$ cat config.mk
export PLATFORM = sky130hd
export DESIGN_NAME = cartridge_bank_mapper_with_chr_latch
export DESIGN_NICKNAME = d
export VERILOG_FILES = /design/src/rtl/cbm_pkg.sv /design/src/rtl/cbm_csr.sv /design/src/rtl/cbm_core.sv /design/src/rtl/cartridge_bank_mapper_with_chr_latch.sv
export VERILOG_INCLUDE_DIRS = /design/src /design/src/rtl
export SDC_FILE = /design/constraint.sdc
export NUM_CORES = 1
export LEC_CHECK = 0
export BUFFER_PORTS_ARGS = -buffer_cell sky130_fd_sc_hd__buf_4
export CORE_MARGIN = 5
export CORE_UTILIZATION = 30
export CTS_BUF_LIST = sky130_fd_sc_hd__clkbuf_16
export CTS_CLUSTER_SIZE = 28
export DETAILED_ROUTE_END_ITERATION = 8
export SYNTH_ARGS = -nofsm -noshare
export SYNTH_HDL_FRONTEND = slang
export SYNTH_SLANG_ARGS = --single-unit
$ cat constraint.sdc
create_clock -name clock -period 2.6 [get_ports clock]
set_input_delay 0.26 -clock clock [delete_from_list [all_inputs] [get_ports clock]]
set_output_delay 0.26 -clock clock [all_outputs]
set_load 0.02 [all_outputs]
$ cat src/rtl/cartridge_bank_mapper_with_chr_latch_defines.svh
// ----------------------------------------------------------------------------
// Cartridge bank mapper assertion macros
// Shared property forms for the checks at the end of the mapper top level.
// ----------------------------------------------------------------------------
`ifndef CARTRIDGE_BANK_MAPPER_WITH_CHR_LATCH_DEFINES_SVH
`define CARTRIDGE_BANK_MAPPER_WITH_CHR_LATCH_DEFINES_SVH

// The consequent must hold in the same cycle as the antecedent.
`define CBM_ASSERT_SAME(label, clk, rst, ante, cons) \
   label: assert property (@(posedge clk) disable iff (rst) (ante) |-> (cons)) \
      else $error("cartridge mapper check failed");

// The consequent must hold in the cycle after the antecedent.
`define CBM_ASSERT_NEXT(label, clk, rst, ante, cons) \
   label: assert property (@(posedge clk) disable iff (rst) (ante) |=> (cons)) \
      else $error("cartridge mapper check failed");

`endif

$ cat src/rtl/cbm_pkg.sv
// ----------------------------------------------------------------------------
// Cartridge bank mapper package
// Widths, access codes, window and trigger addresses, and shared structs.
// ----------------------------------------------------------------------------
package cbm_pkg;

   localparam int ADDR_W     = 16;
   localparam int DATA_W     = 8;
   localparam int ROM_ADDR_W = 18;
   localparam int PRG_BANK_W = 4;
   localparam int CHR_BANK_W = 5;
   localparam int COUNT_W    = 5;
   localparam int CSR_ADDR_W = 1;
   localparam int CSR_DATA_W = 32;

   // Bus access kinds.
   typedef enum logic [1:0] {
      REQ_CPU_READ  = 2'd0,
      REQ_CPU_WRITE = 2'd1,
      REQ_PPU_READ  = 2'd2,
      REQ_PPU_WRITE = 2'd3
   } req_kind_type;

   // Register byte addresses.
   localparam logic [CSR_ADDR_W-1:0] CSR_PRG_BANK_COUNT = '0;
   localparam logic [COUNT_W-1:0]    PRG_BANK_COUNT_RESET = 5'd16;

   // CPU write windows, by the top address nibble.
   localparam logic [3:0] WIN_PRG_BANK    = 4'hA;
   localparam logic [3:0] WIN_CHR_LOW_FD  = 4'hB;
   localparam logic [3:0] WIN_CHR_LOW_FE  = 4'hC;
   localparam logic [3:0] WIN_CHR_HIGH_FD = 4'hD;
   localparam logic [3:0] WIN_CHR_HIGH_FE = 4'hE;
   localparam logic [3:0] WIN_MIRROR      = 4'hF;

   // Latch trigger addresses. The high latch compares on 8-byte ranges.
   localparam logic [ADDR_W-1:0] LATCH_LOW_FD_ADDR  = 16'h0FD8;
   localparam logic [ADDR_W-1:0] LATCH_LOW_FE_ADDR  = 16'h0FE8;
   localparam logic [ADDR_W-1:0] LATCH_HIGH_FD_ADDR = 16'h1FD8;
   localparam logic [ADDR_W-1:0] LATCH_HIGH_FE_ADDR = 16'h1FE8;

   typedef struct packed {
      req_kind_type      kind;
      logic [ADDR_W-1:0] addr;
      logic [DATA_W-1:0] write_data;
   } req_item_type;

   typedef struct packed {
      logic                  hit;
      logic                  rom_select;
      logic [ROM_ADDR_W-1:0] rom_addr;
      logic                  mirror_horizontal;
   } result_type;

   typedef struct packed {
      logic [PRG_BANK_W-1:0] prg_bank_sel;
      logic [CHR_BANK_W-1:0] chr_bank_low_fd;
      logic [CHR_BANK_W-1:0] chr_bank_low_fe;
      logic [CHR_BANK_W-1:0] chr_bank_high_fd;
      logic [CHR_BANK_W-1:0] chr_bank_high_fe;
      logic                  latch_low_is_fe;
      logic                  latch_high_is_fe;
      logic                  mirror_mode;
   } bank_state_type;

endpackage

$ cat src/rtl/cbm_csr.sv
// ----------------------------------------------------------------------------
// Cartridge bank mapper register port
// APB-style access to the program bank count register.
// ----------------------------------------------------------------------------
module cbm_csr (
   input  logic                           clock,
   input  logic                           reset,
   input  logic                           csr_psel,
   input  logic                           csr_penable,
   input  logic                           csr_pwrite,
   input  logic [cbm_pkg::CSR_ADDR_W-1:0] csr_paddr,
   input  logic [cbm_pkg::CSR_DATA_W-1:0] csr_pwdata,
   output logic [cbm_pkg::CSR_DATA_W-1:0] csr_prdata,
   output logic                           csr_pready,
   output logic [cbm_pkg::COUNT_W-1:0]    prg_bank_count
);
   import cbm_pkg::*;

   logic               write_en;
   logic [COUNT_W-1:0] prg_bank_count_ff;
   logic [COUNT_W-1:0] prg_bank_count_in;

   // A write completes in the access phase; the port never waits.
   assign csr_pready = 1'b1;
   assign write_en   = csr_psel && csr_penable && csr_pwrite && csr_pready;

   // Next value of the bank count register.
   always_comb begin
      prg_bank_count_in = prg_bank_count_ff;
      if (write_en && (csr_paddr == CSR_PRG_BANK_COUNT)) begin
         prg_bank_count_in = csr_pwdata[COUNT_W-1:0];
      end
   end

   always_ff @(posedge clock) begin
      if (reset) begin
         prg_bank_count_ff <= PRG_BANK_COUNT_RESET;
      end else begin
         prg_bank_count_ff <= prg_bank_count_in;
      end
   end

   // Read data mux.
   always_comb begin
      case (csr_paddr)
         CSR_PRG_BANK_COUNT: begin
            csr_prdata = {{(CSR_DATA_W-COUNT_W){1'b0}}, prg_bank_count_ff};
         end
         default: begin
            csr_prdata = '0;
         end
      endcase
   end

   assign prg_bank_count = prg_bank_count_ff;

endmodule

$ cat src/rtl/cbm_core.sv
// ----------------------------------------------------------------------------
// Cartridge bank mapper core
// Bank and latch registers with the decode that maps one bus access.
// ----------------------------------------------------------------------------
module cbm_core (
   input  logic                        clock,
   input  logic                        reset,
   input  logic                        enable,
   input  cbm_pkg::req_item_type       item,
   input  logic [cbm_pkg::COUNT_W-1:0] prg_bank_count,
   output cbm_pkg::result_type         result,
   output cbm_pkg::bank_state_type     state
);
   import cbm_pkg::*;

   bank_state_type        state_ff;
   bank_state_type        state_in;
   logic [COUNT_W-1:0]    count_minus_one;
   logic [PRG_BANK_W-1:0] fixed_bank;
   logic [PRG_BANK_W-1:0] cpu_bank;
   logic [CHR_BANK_W-1:0] chr_bank;

   // The fixed bank at C000 is the last one, wrapped to the bank width.
   assign count_minus_one = prg_bank_count - COUNT_W'(1);
   assign fixed_bank      = count_minus_one[PRG_BANK_W-1:0];

   // Decode the access, update banks and latches, and form the result.
   always_comb begin
      state_in = state_ff;
      result   = '0;
      cpu_bank = state_ff.prg_bank_sel;
      chr_bank = state_ff.chr_bank_low_fe;
      case (item.kind)
         REQ_CPU_READ: begin
            if (item.addr[15]) begin
               cpu_bank        = item.addr[14] ? fixed_bank : state_ff.prg_bank_sel;
               result.hit      = 1'b1;
               result.rom_addr = {cpu_bank, item.addr[13:0]};
            end
         end
         REQ_CPU_WRITE: begin
            case (item.addr[15:12])
               WIN_PRG_BANK: begin
                  state_in.prg_bank_sel = item.write_data[PRG_BANK_W-1:0];
               end
               WIN_CHR_LOW_FD: begin
                  state_in.chr_bank_low_fd = item.write_data[CHR_BANK_W-1:0];
               end
               WIN_CHR_LOW_FE: begin
                  state_in.chr_bank_low_fe = item.write_data[CHR_BANK_W-1:0];
               end
               WIN_CHR_HIGH_FD: begin
                  state_in.chr_bank_high_fd = item.write_data[CHR_BANK_W-1:0];
               end
               WIN_CHR_HIGH_FE: begin
                  state_in.chr_bank_high_fe = item.write_data[CHR_BANK_W-1:0];
               end
               WIN_MIRROR: begin
                  state_in.mirror_mode = item.write_data[0];
               end
               default: begin
               end
            endcase
            result.hit = (item.addr[15:12] >= WIN_PRG_BANK);
         end
         REQ_PPU_READ: begin
            if (item.addr[15:13] == 3'b000) begin
               // The latch flips first, so the trigger read sees the new bank.
               if (!item.addr[12]) begin
                  if (item.addr == LATCH_LOW_FD_ADDR) begin
                     state_in.latch_low_is_fe = 1'b0;
                  end else if (item.addr == LATCH_LOW_FE_ADDR) begin
                     state_in.latch_low_is_fe = 1'b1;
                  end
                  chr_bank = state_in.latch_low_is_fe ? state_ff.chr_bank_low_fe
                                                      : state_ff.chr_bank_low_fd;
               end else begin
                  if (item.addr[ADDR_W-1:3] == LATCH_HIGH_FD_ADDR[ADDR_W-1:3]) begin
                     state_in.latch_high_is_fe = 1'b0;
                  end else if (item.addr[ADDR_W-1:3] == LATCH_HIGH_FE_ADDR[ADDR_W-1:3]) begin
                     state_in.latch_high_is_fe = 1'b1;
                  end
                  chr_bank = state_in.latch_high_is_fe ? state_ff.chr_bank_high_fe
                                                       : state_ff.chr_bank_high_fd;
               end
               result.hit        = 1'b1;
               result.rom_select = 1'b1;
               result.rom_addr   = {1'b0, chr_bank, item.addr[11:0]};
            end
         end
         default: begin
            // Pattern memory is read-only; a PPU write is not handled.
         end
      endcase
      result.mirror_horizontal = state_in.mirror_mode;
   end

   // State registers advance only when an access is processed.
   always_ff @(posedge clock) begin
      if (reset) begin
         state_ff <= '{latch_low_is_fe: 1'b1, latch_high_is_fe: 1'b1, default: '0};
      end else if (enable) begin
         state_ff <= state_in;
      end
   end

   assign state = state_ff;

endmodule

$ cat src/rtl/cartridge_bank_mapper_with_chr_latch.sv
// ----------------------------------------------------------------------------
// Cartridge bank mapper with pattern latches
// Maps CPU and PPU bus accesses onto program and pattern ROM addresses.
// ----------------------------------------------------------------------------
//
//   Channel   Direction   Handshake           Payload
//   req       in          req_valid/stall     req_type, req_addr, req_write_data
//   rsp       out         rsp_valid/stall     rsp_hit, rsp_rom_select,
//                                             rsp_rom_addr, rsp_mirror_horizontal
//   csr       in/out      APB psel/penable    prg_bank_count at byte address 0
//
// One request is taken per cycle while req_stall is low. It waits in the input
// register and its result moves to the result register, from which it is
// offered on rsp.
// The decode and the bank and latch update sit between those two registers.
// A stall on rsp holds the result register and backs up into the input
// register, which raises req_stall only while both are full and rsp is stalled.
// Reset is synchronous and returns all banks to zero and both latches to FE.
//
`include "cartridge_bank_mapper_with_chr_latch_defines.svh"

module cartridge_bank_mapper_with_chr_latch (
   input  logic                              clock,
   input  logic                              reset,
   // Request channel
   input  logic                              req_valid,
   output logic                              req_stall,
   input  logic [1:0]                        req_type,
   input  logic [cbm_pkg::ADDR_W-1:0]        req_addr,
   input  logic [cbm_pkg::DATA_W-1:0]        req_write_data,
   // Result channel
   output logic                              rsp_valid,
   input  logic                              rsp_stall,
   output logic                              rsp_hit,
   output logic                              rsp_rom_select,
   output logic [cbm_pkg::ROM_ADDR_W-1:0]    rsp_rom_addr,
   output logic                              rsp_mirror_horizontal,
   // Register port
   input  logic                              csr_psel,
   input  logic                              csr_penable,
   input  logic                              csr_pwrite,
   input  logic [cbm_pkg::CSR_ADDR_W-1:0]    csr_paddr,
   input  logic [cbm_pkg::CSR_DATA_W-1:0]    csr_pwdata,
   output logic [cbm_pkg::CSR_DATA_W-1:0]    csr_prdata,
   output logic                              csr_pready
);
   import cbm_pkg::*;

   logic               in_valid_ff;
   logic               in_valid_in;
   req_item_type       in_item_ff;
   logic               rsp_valid_ff;
   logic               rsp_valid_in;
   result_type         rsp_result_ff;
   result_type         core_result;
   bank_state_type     core_state;
   logic               advance;
   logic               req_take;
   logic [COUNT_W-1:0] prg_bank_count;
   logic               rsp_miss;
   logic               rsp_blank;
   logic               low_fd_read;
   logic               mirror_write;
   logic               mirror_bit;
   logic               mirror_mode;

   cbm_csr u_csr (
      .clock          (clock),
      .reset          (reset),
      .csr_psel       (csr_psel),
      .csr_penable    (csr_penable),
      .csr_pwrite     (csr_pwrite),
      .csr_paddr      (csr_paddr),
      .csr_pwdata     (csr_pwdata),
      .csr_prdata     (csr_prdata),
      .csr_pready     (csr_pready),
      .prg_bank_count (prg_bank_count)
   );

   // The request in the input register moves on when the result slot frees.
   assign advance   = in_valid_ff && (!rsp_valid_ff || !rsp_stall);
   assign req_stall = in_valid_ff && !advance;
   assign req_take  = req_valid && !req_stall;

   cbm_core u_core (
      .clock          (clock),
      .reset          (reset),
      .enable         (advance),
      .item           (in_item_ff),
      .prg_bank_count (prg_bank_count),
      .result         (core_result),
      .state          (core_state)
   );

   // Input register.
   always_comb begin
      in_valid_in = in_valid_ff;
      if (!req_stall) begin
         in_valid_in = req_valid;
      end
   end

   always_ff @(posedge clock) begin
      if (reset) begin
         in_valid_ff <= 1'b0;
      end else begin
         in_valid_ff <= in_valid_in;
      end
   end

   always_ff @(posedge clock) begin
      if (req_take) begin
         in_item_ff <= '{kind: req_kind_type'(req_type), addr: req_addr,
                         write_data: req_write_data};
      end
   end

   // Result register.
   always_comb begin
      rsp_valid_in = rsp_valid_ff;
      if (advance) begin
         rsp_valid_in = 1'b1;
      end else if (!rsp_stall) begin
         rsp_valid_in = 1'b0;
      end
   end

   always_ff @(posedge clock) begin
      if (reset) begin
         rsp_valid_ff <= 1'b0;
      end else begin
         rsp_valid_ff <= rsp_valid_in;
      end
   end

   always_ff @(posedge clock) begin
      if (advance) begin
         rsp_result_ff <= core_result;
      end
   end

   assign rsp_valid             = rsp_valid_ff;
   assign rsp_hit               = rsp_result_ff.hit;
   assign rsp_rom_select        = rsp_result_ff.rom_select;
   assign rsp_rom_addr          = rsp_result_ff.rom_addr;
   assign rsp_mirror_horizontal = rsp_result_ff.mirror_horizontal;

   // Terms used by the checks below.
   assign rsp_miss     = rsp_valid_ff && !rsp_result_ff.hit;
   assign rsp_blank    = (rsp_result_ff.rom_addr == '0) && !rsp_result_ff.rom_select;
   assign low_fd_read  = advance && (in_item_ff.kind == REQ_PPU_READ)
                         && (in_item_ff.addr == LATCH_LOW_FD_ADDR);
   assign mirror_write = advance && (in_item_ff.kind == REQ_CPU_WRITE)
                         && (in_item_ff.addr[15:12] == WIN_MIRROR);
   assign mirror_bit   = in_item_ff.write_data[0];
   assign mirror_mode  = core_state.mirror_mode;

   // Checks.
   `CBM_ASSERT_SAME(a_miss_is_blank, clock, reset, rsp_miss, rsp_blank)
   `CBM_ASSERT_NEXT(a_state_holds_when_idle, clock, reset, !advance, $stable(core_state))
   `CBM_ASSERT_NEXT(a_low_latch_to_fd, clock, reset, low_fd_read, !core_state.latch_low_is_fe)
   `CBM_ASSERT_NEXT(a_mirror_write, clock, reset, mirror_write, mirror_mode == $past(mirror_bit))

endmodule

# [Yosys cells after proc, flatten, opt, wreduce, memory -nomap -nowiden]
# Index checks and enable logic that the tools add are counted.
[op_classes] n_bitwise=2 n_reduce_logical=20 order_cmp=1 n_eq_ne=13 n_mux=24 add_sub_neg=1
[op_table] cell="$pmux 18 s2" n=1
[op_table] cell="$eq 16x12->1 const B" n=2
[op_table] cell="$eq 13x10->1 const B" n=2
[op_table] cell="$eq 4x4->1 const B" n=6
[op_table] cell="$mux 20" n=1
[op_table] cell="$mux 5" n=4
[op_table] cell="$mux 18" n=1
[op_table] cell="$mux 1" n=15
[op_table] cell="$reduce_and 3->1" n=5
[op_table] cell="$reduce_and 4->1" n=2
[op_table] cell="$logic_and 1x1->1" n=6
[op_table] cell="$ge 4x4->1 const B" n=1
[op_table] cell="$logic_not 1->1" n=4
[op_table] cell="$mux 4" n=1
[op_table] cell="$sub 4x1->4 const B" n=1
[op_table] cell="$logic_not 3->1" n=1
[op_table] cell="$pmux 1 s3" n=1
[op_table] cell="$eq 2x1->1 const B" n=1
[op_table] cell="$eq 2x2->1 const B" n=1
[op_table] cell="$logic_not 2->1" n=1
[op_table] cell="$ne 2x1->1 const B" n=1
[op_table] cell="$not 1->1" n=2
[op_table] cell="$logic_or 1x1->1" n=1
[totals] inputBits=66 reg_bits=78 wordCells=79

# [Depth between registers and ports, before layout]
[logic_depth] depth_word=10 depth_mapped=8

# [Modules after synthesis]
# From an unflattened synthesis, not the netlist that was laid out.
[unflattened] hier_cells=329 area_unflattened_um2=3806.2
[modules_own_cells] module="cbm_core" area_each_um2=1814.2 instances=1 cells_each=214 seq_area_each_um2=540.5
[modules_own_cells] module="cartridge_bank_mapper_with_chr_latch" area_each_um2=1497.7 instances=1 cells_each=57 seq_area_each_um2=1451.4
[modules_own_cells] module="cbm_csr" area_each_um2=494.2 instances=1 cells_each=58 seq_area_each_um2=100.1

# [Least setup slack after synthesis]
# No wires, ideal clock.
[synth_path] path_type="register -> register" startpoint="register rsp_valid_ff (netlist: rsp_valid)" endpoint="register u_core.state_ff (netlist bit u_core.state[18])" path_stages_with_launch=8 slack_ns=0.263 required_time_ns=2.472 path_buffers=1 t_arrival_ns=2.209 path_cell_list="dfxtp_1 a21bo_2 inv_1 nand2_1 or4b_2 clkbuf_1 mux2i_1 nor2_1"
[synth_between] elab_chain_cells=4
[synth_rtl] item="from (decl)" line="cartridge_bank_mapper_with_chr_latch.sv:52" rtl="logic rsp_valid_ff;"
[synth_rtl] item="from (signal assigned)" line="cartridge_bank_mapper_with_chr_latch.sv:132" rtl="rsp_valid_ff <= rsp_valid_in;"
[synth_rtl] item="$logic_not 1->1" line="cartridge_bank_mapper_with_chr_latch.sv:81" rtl="assign advance = in_valid_ff && (!rsp_valid_ff || !rsp_stall);"
[synth_rtl] item="$logic_or 1x1->1" line="cartridge_bank_mapper_with_chr_latch.sv:81"
[synth_rtl] item="$logic_and 1x1->1" line="cartridge_bank_mapper_with_chr_latch.sv:81"
[synth_rtl] item="named net advance" line="cartridge_bank_mapper_with_chr_latch.sv:57" rtl="logic advance;"
[synth_rtl] item="$reduce_and 3->1 (no line)"
[synth_rtl] item="to (signal assigned)" line="cbm_core.sv:103" rtl="state_ff <= state_in;"
[synth_rtl] item="to (decl)" line="cbm_core.sv:16" rtl="bank_state_type state_ff;"
# The timed path passes the listed nets, and every way through them passes these cells.
# A chain may end at the register's enable or synchronous reset.

==> results.md <==
- FFs w/ async S/R, synth: 0
- Area delta synth->final: 25.79%
- Vias in the first global route: about 2600
- Floorplan core area: ~0.012 mm²
- Clock buffer depth: 2
- # port buffers: 63
- Outcome: complete, no violations
- First-pass GRT wire length: 13.40 mm
- Critical path type: reg -> reg
- Initial antenna violation count: 0
- Sw Ratio: 0.2112
- Clock root buffer: clkbuf_16
- Sw power: approximately 0.66 mW
- Arrival time worst endpoint: ~2400 ps
- CP Depth: 5
- Via Count: around 2700
- Unrepaired setup endpoints after global routing: no
- Worst-path fanout max: 11
- PD cells: approximately 660 mW/mm²
- Hpwl dp: roughly 6.4 mm
- Crit path time final: 2320 ps
- Detailed Routing Iterations Pass 1: 4
- Routed len/inst: between 10 and 15 µm
- CP delay by family, top: simple AND/OR/NAND/NOR gates
- Starting Density: 0.3088
- Seq cells post-synth: around 80
- Max stage delay on crit path: around 560 ps
- Final WS setup: roughly 280 ps
- Gr usage total: 0.1148
- Clock sinks: 78
- Routability Congestion: 0.8380
- Hold Vio Cnt, Final: 0
- 1st-iter DRT viols: 109
- Slew Limit Fails: 0
- Residual DRC: 0
- Sequential area share after synthesis: 0.5353
- Top area cells in the synthesized netlist: edfxtp_1 (35%), dfxtp_1 (18%), mux2i_1 (7.8%)
- Crit path buf inv count: 0
- CTS Hold Buffers Added: 0
- Total global routing overflow: 0
- Drt total wl: ~8.4 mm
- Min Hold Slack: about 100 ps
- Chip width: between 100 and 150 µm
- Mapped cell area: between 0.003 and 0.004 mm²
- Synthesized area per cell: between 10 and 15 µm²
- TritonCTS Buffers: 9
- Cell-internal power: 2.463 mW
- Worst slack, placed: slightly below 300 ps
- Relative slew slack: 0.6205
- Post_cts resized: 0
- Worst-Margin Slew: between 500 and 600 ps
- I/O pin cnt: between 100 and 150
- Die area: roughly 0.015 mm²
- Proportion of layout cells with a drive suffix above 1: 0.2614
- P_leak: between 1.5 and 2 nW
- TritonCTS clock tree: built
- Hold Path Cell Cnt: 1
- Max-cap violations: 0
- Setup TNS: 0 ps
- Highest Clock Rate: ~0.43 GHz
- VDD IR max: ~0.32 mV
- Worst clock skew: about 7.7 ps
- FP Rows: 40
- Post-synth top area share: 0.3533
- Post-synth EDFFs: 44
- Postcts setup bufs: 0
- Worst skew pair latency: between 300 and 400 ps
- Largest net degree at the start of global routing: 35
- H-Tree Depth: 3
- Yosys cell types: 57
- Post-DR vias/cell: ~4.6
- Layout Nets: ~480
- # diodes: 0
- Die height: between 100 and 150 µm
- Yosys synthesis warning count: 0
- Min-delay worst type: in -> reg
- # setup viols final: 0
- Top FF cell, synth: edfxtp_1
- Post-Synthesis Cells: ~340
- Power share of the combinational group: 0.082
- CP max-delay cell: or4_4
- Clock transition at path regs: 60 ps
- Largest area contributor in the netlist: edfxtp_1
- Worst Reg-to-Reg Cells: 5
- DRT antenna net count: 0
- Sequential share of power: 0.442
- Worst setup EP type: flop
- Period utilization: 0.8923
- Critical Path Start Type: flop
- Cell Chain, Critical Path: or3_4 > or4_4 > and4_4 > a221oi_4 > o31ai_2
- Fillers: around 1200
- Clock power frac: 0.476
- Worst Path Required: about 2700 ps
[power groups by stage]
stage          clock network, mW  registers [mW]  logic [mW]
3_5_place_dp                   0            1.41       0.256
6_report                    1.49            1.38       0.256
3_3_place_gp                   0            1.40       0.253
2_1_floorplan                  0            1.42       0.160
5_1_grt                     1.56            1.38       0.277
4_1_cts                     1.51            1.38       0.257
[through the flow]
step / utilization / instance area (µm²) / power (mW) / std cells
after detailed placement: 0.3576 / 4332 / 1.662 / 569
after CTS: 0.3884 / 4705 / 3.149 / 585
final: 0.3884 / 4705 / 3.123 / 585
after floorplan: - / 3837 / 1.581 / 370
after global placement: 0.3576 / 4332 / 1.657 / 569
after global routing: 0.3884 / 4705 / 3.225 / 585
[state kept, by name, indices dropped and copies added, names as in the netlist]
name,cells
u_core.state,27
in_item_ff,23
rsp_rom_addr,18
u_csr.prg_bank_count,5
in_valid_ff,1
rsp_hit,1
rsp_mirror_horizontal,1
rsp_rom_select,1
rsp_valid,1
[routing by layer]
metal / global-route usage / share of wire / vias up
li1: - / - / 1316
met1: 0.1536 / 0.45 / 1255
met2: 0.1782 / 0.47 / 103
met3: 0.03714 / 0.076 / 10
met4: 0.03221 / 0.012 / 0
met5: 0 / 0 / -
[cells in the mapped netlist (2+ instances only)]
cell type  count
buf_6          2
dfxtp_1       34
a21boi_0       2
a211oi_1       2
clkbuf_1      14
o21ai_0        9
nand4_1        3
or4_4          3
nor3_1         4
nor2_1        48
mux2i_1       29
inv_1          8
nand2b_1       6
buf_4         28
a21oi_1       11
a22o_1         2
nand4b_1       4
a41oi_1        2
edfxtp_1      44
a211o_1        2
and4_1         2
nor2b_1        7
nand3_1        6
o41ai_2        2
o211ai_1       5
and2_1        11
conb_1         2
xnor2_1        2
nand2_1       20
a31o_2         2
a311oi_1       2
[cell usage in the layout, fill, tap and decap left out, types with 3 or more instances in the layout]
cell,synthesis,final
a21oi_1,11,11
and2_1,11,11
buf_4,28,76
clkbuf_16,0,12
conb_1,2,28
dfxtp_1,34,34
edfxtp_1,44,44
inv_1,8,9
mux2i_1,29,29
nand2_1,20,20
nand2b_1,6,6
nand3_1,6,6
nand4_1,3,3
nand4b_1,4,4
nor2_1,48,48
nor2b_1,7,6
nor3_1,4,4
o211ai_1,5,5
o21ai_0,9,9
or4_4,3,3
[area by class of cell]
class | count | area [µm²] | share of cell area
Multi-Input combinational cell | 239 | 1519 | 0.3229
Tap cell | 168 | 210.2 | 0.04468
Inverter | 8 | 30.03 | 0.006383
Clock inverter | 4 | 72.57 | 0.01543
Timing Repair Buffer | 76 | 570.5 | 0.1213
Clock buffer | 12 | 300.3 | 0.06383
Sequential cell | 78 | 2002 | 0.4255
[kinds of logic after synthesis]
group / count (synthesis) / share of synthesized area
adder cells (fa/ha/maj): 1 / 0.003345
multiplexers: 30 / 0.08063
flip-flops: 78 / 0.5353
XOR/XNOR: 2 / 0.004685
buffers and inverters: 53 / 0.08531
AND/OR/NAND/NOR: 126 / 0.1817
AO/OA/AOI/OAI: 52 / 0.1071
other: 2 / 0.002008
[path summary, 6_finish.rpt]
path	slack [ps]	endpoint	start
max	280	rsp_rom_addr[13]$_DFFE_PP_	in_item_ff[23]$_DFFE_PP_
min	100	in_item_ff[9]$_DFFE_PP_	req_addr[1]
max reg2reg	280	rsp_rom_addr[13]$_DFFE_PP_	in_item_ff[23]$_DFFE_PP_
min reg2reg	470	u_csr.prg_bank_count[4]$_SDFFE_PP1P_	u_csr.prg_bank_count[4]$_SDFFE_PP1P_
Note: power is estimated with default switching activity, not from simulation.
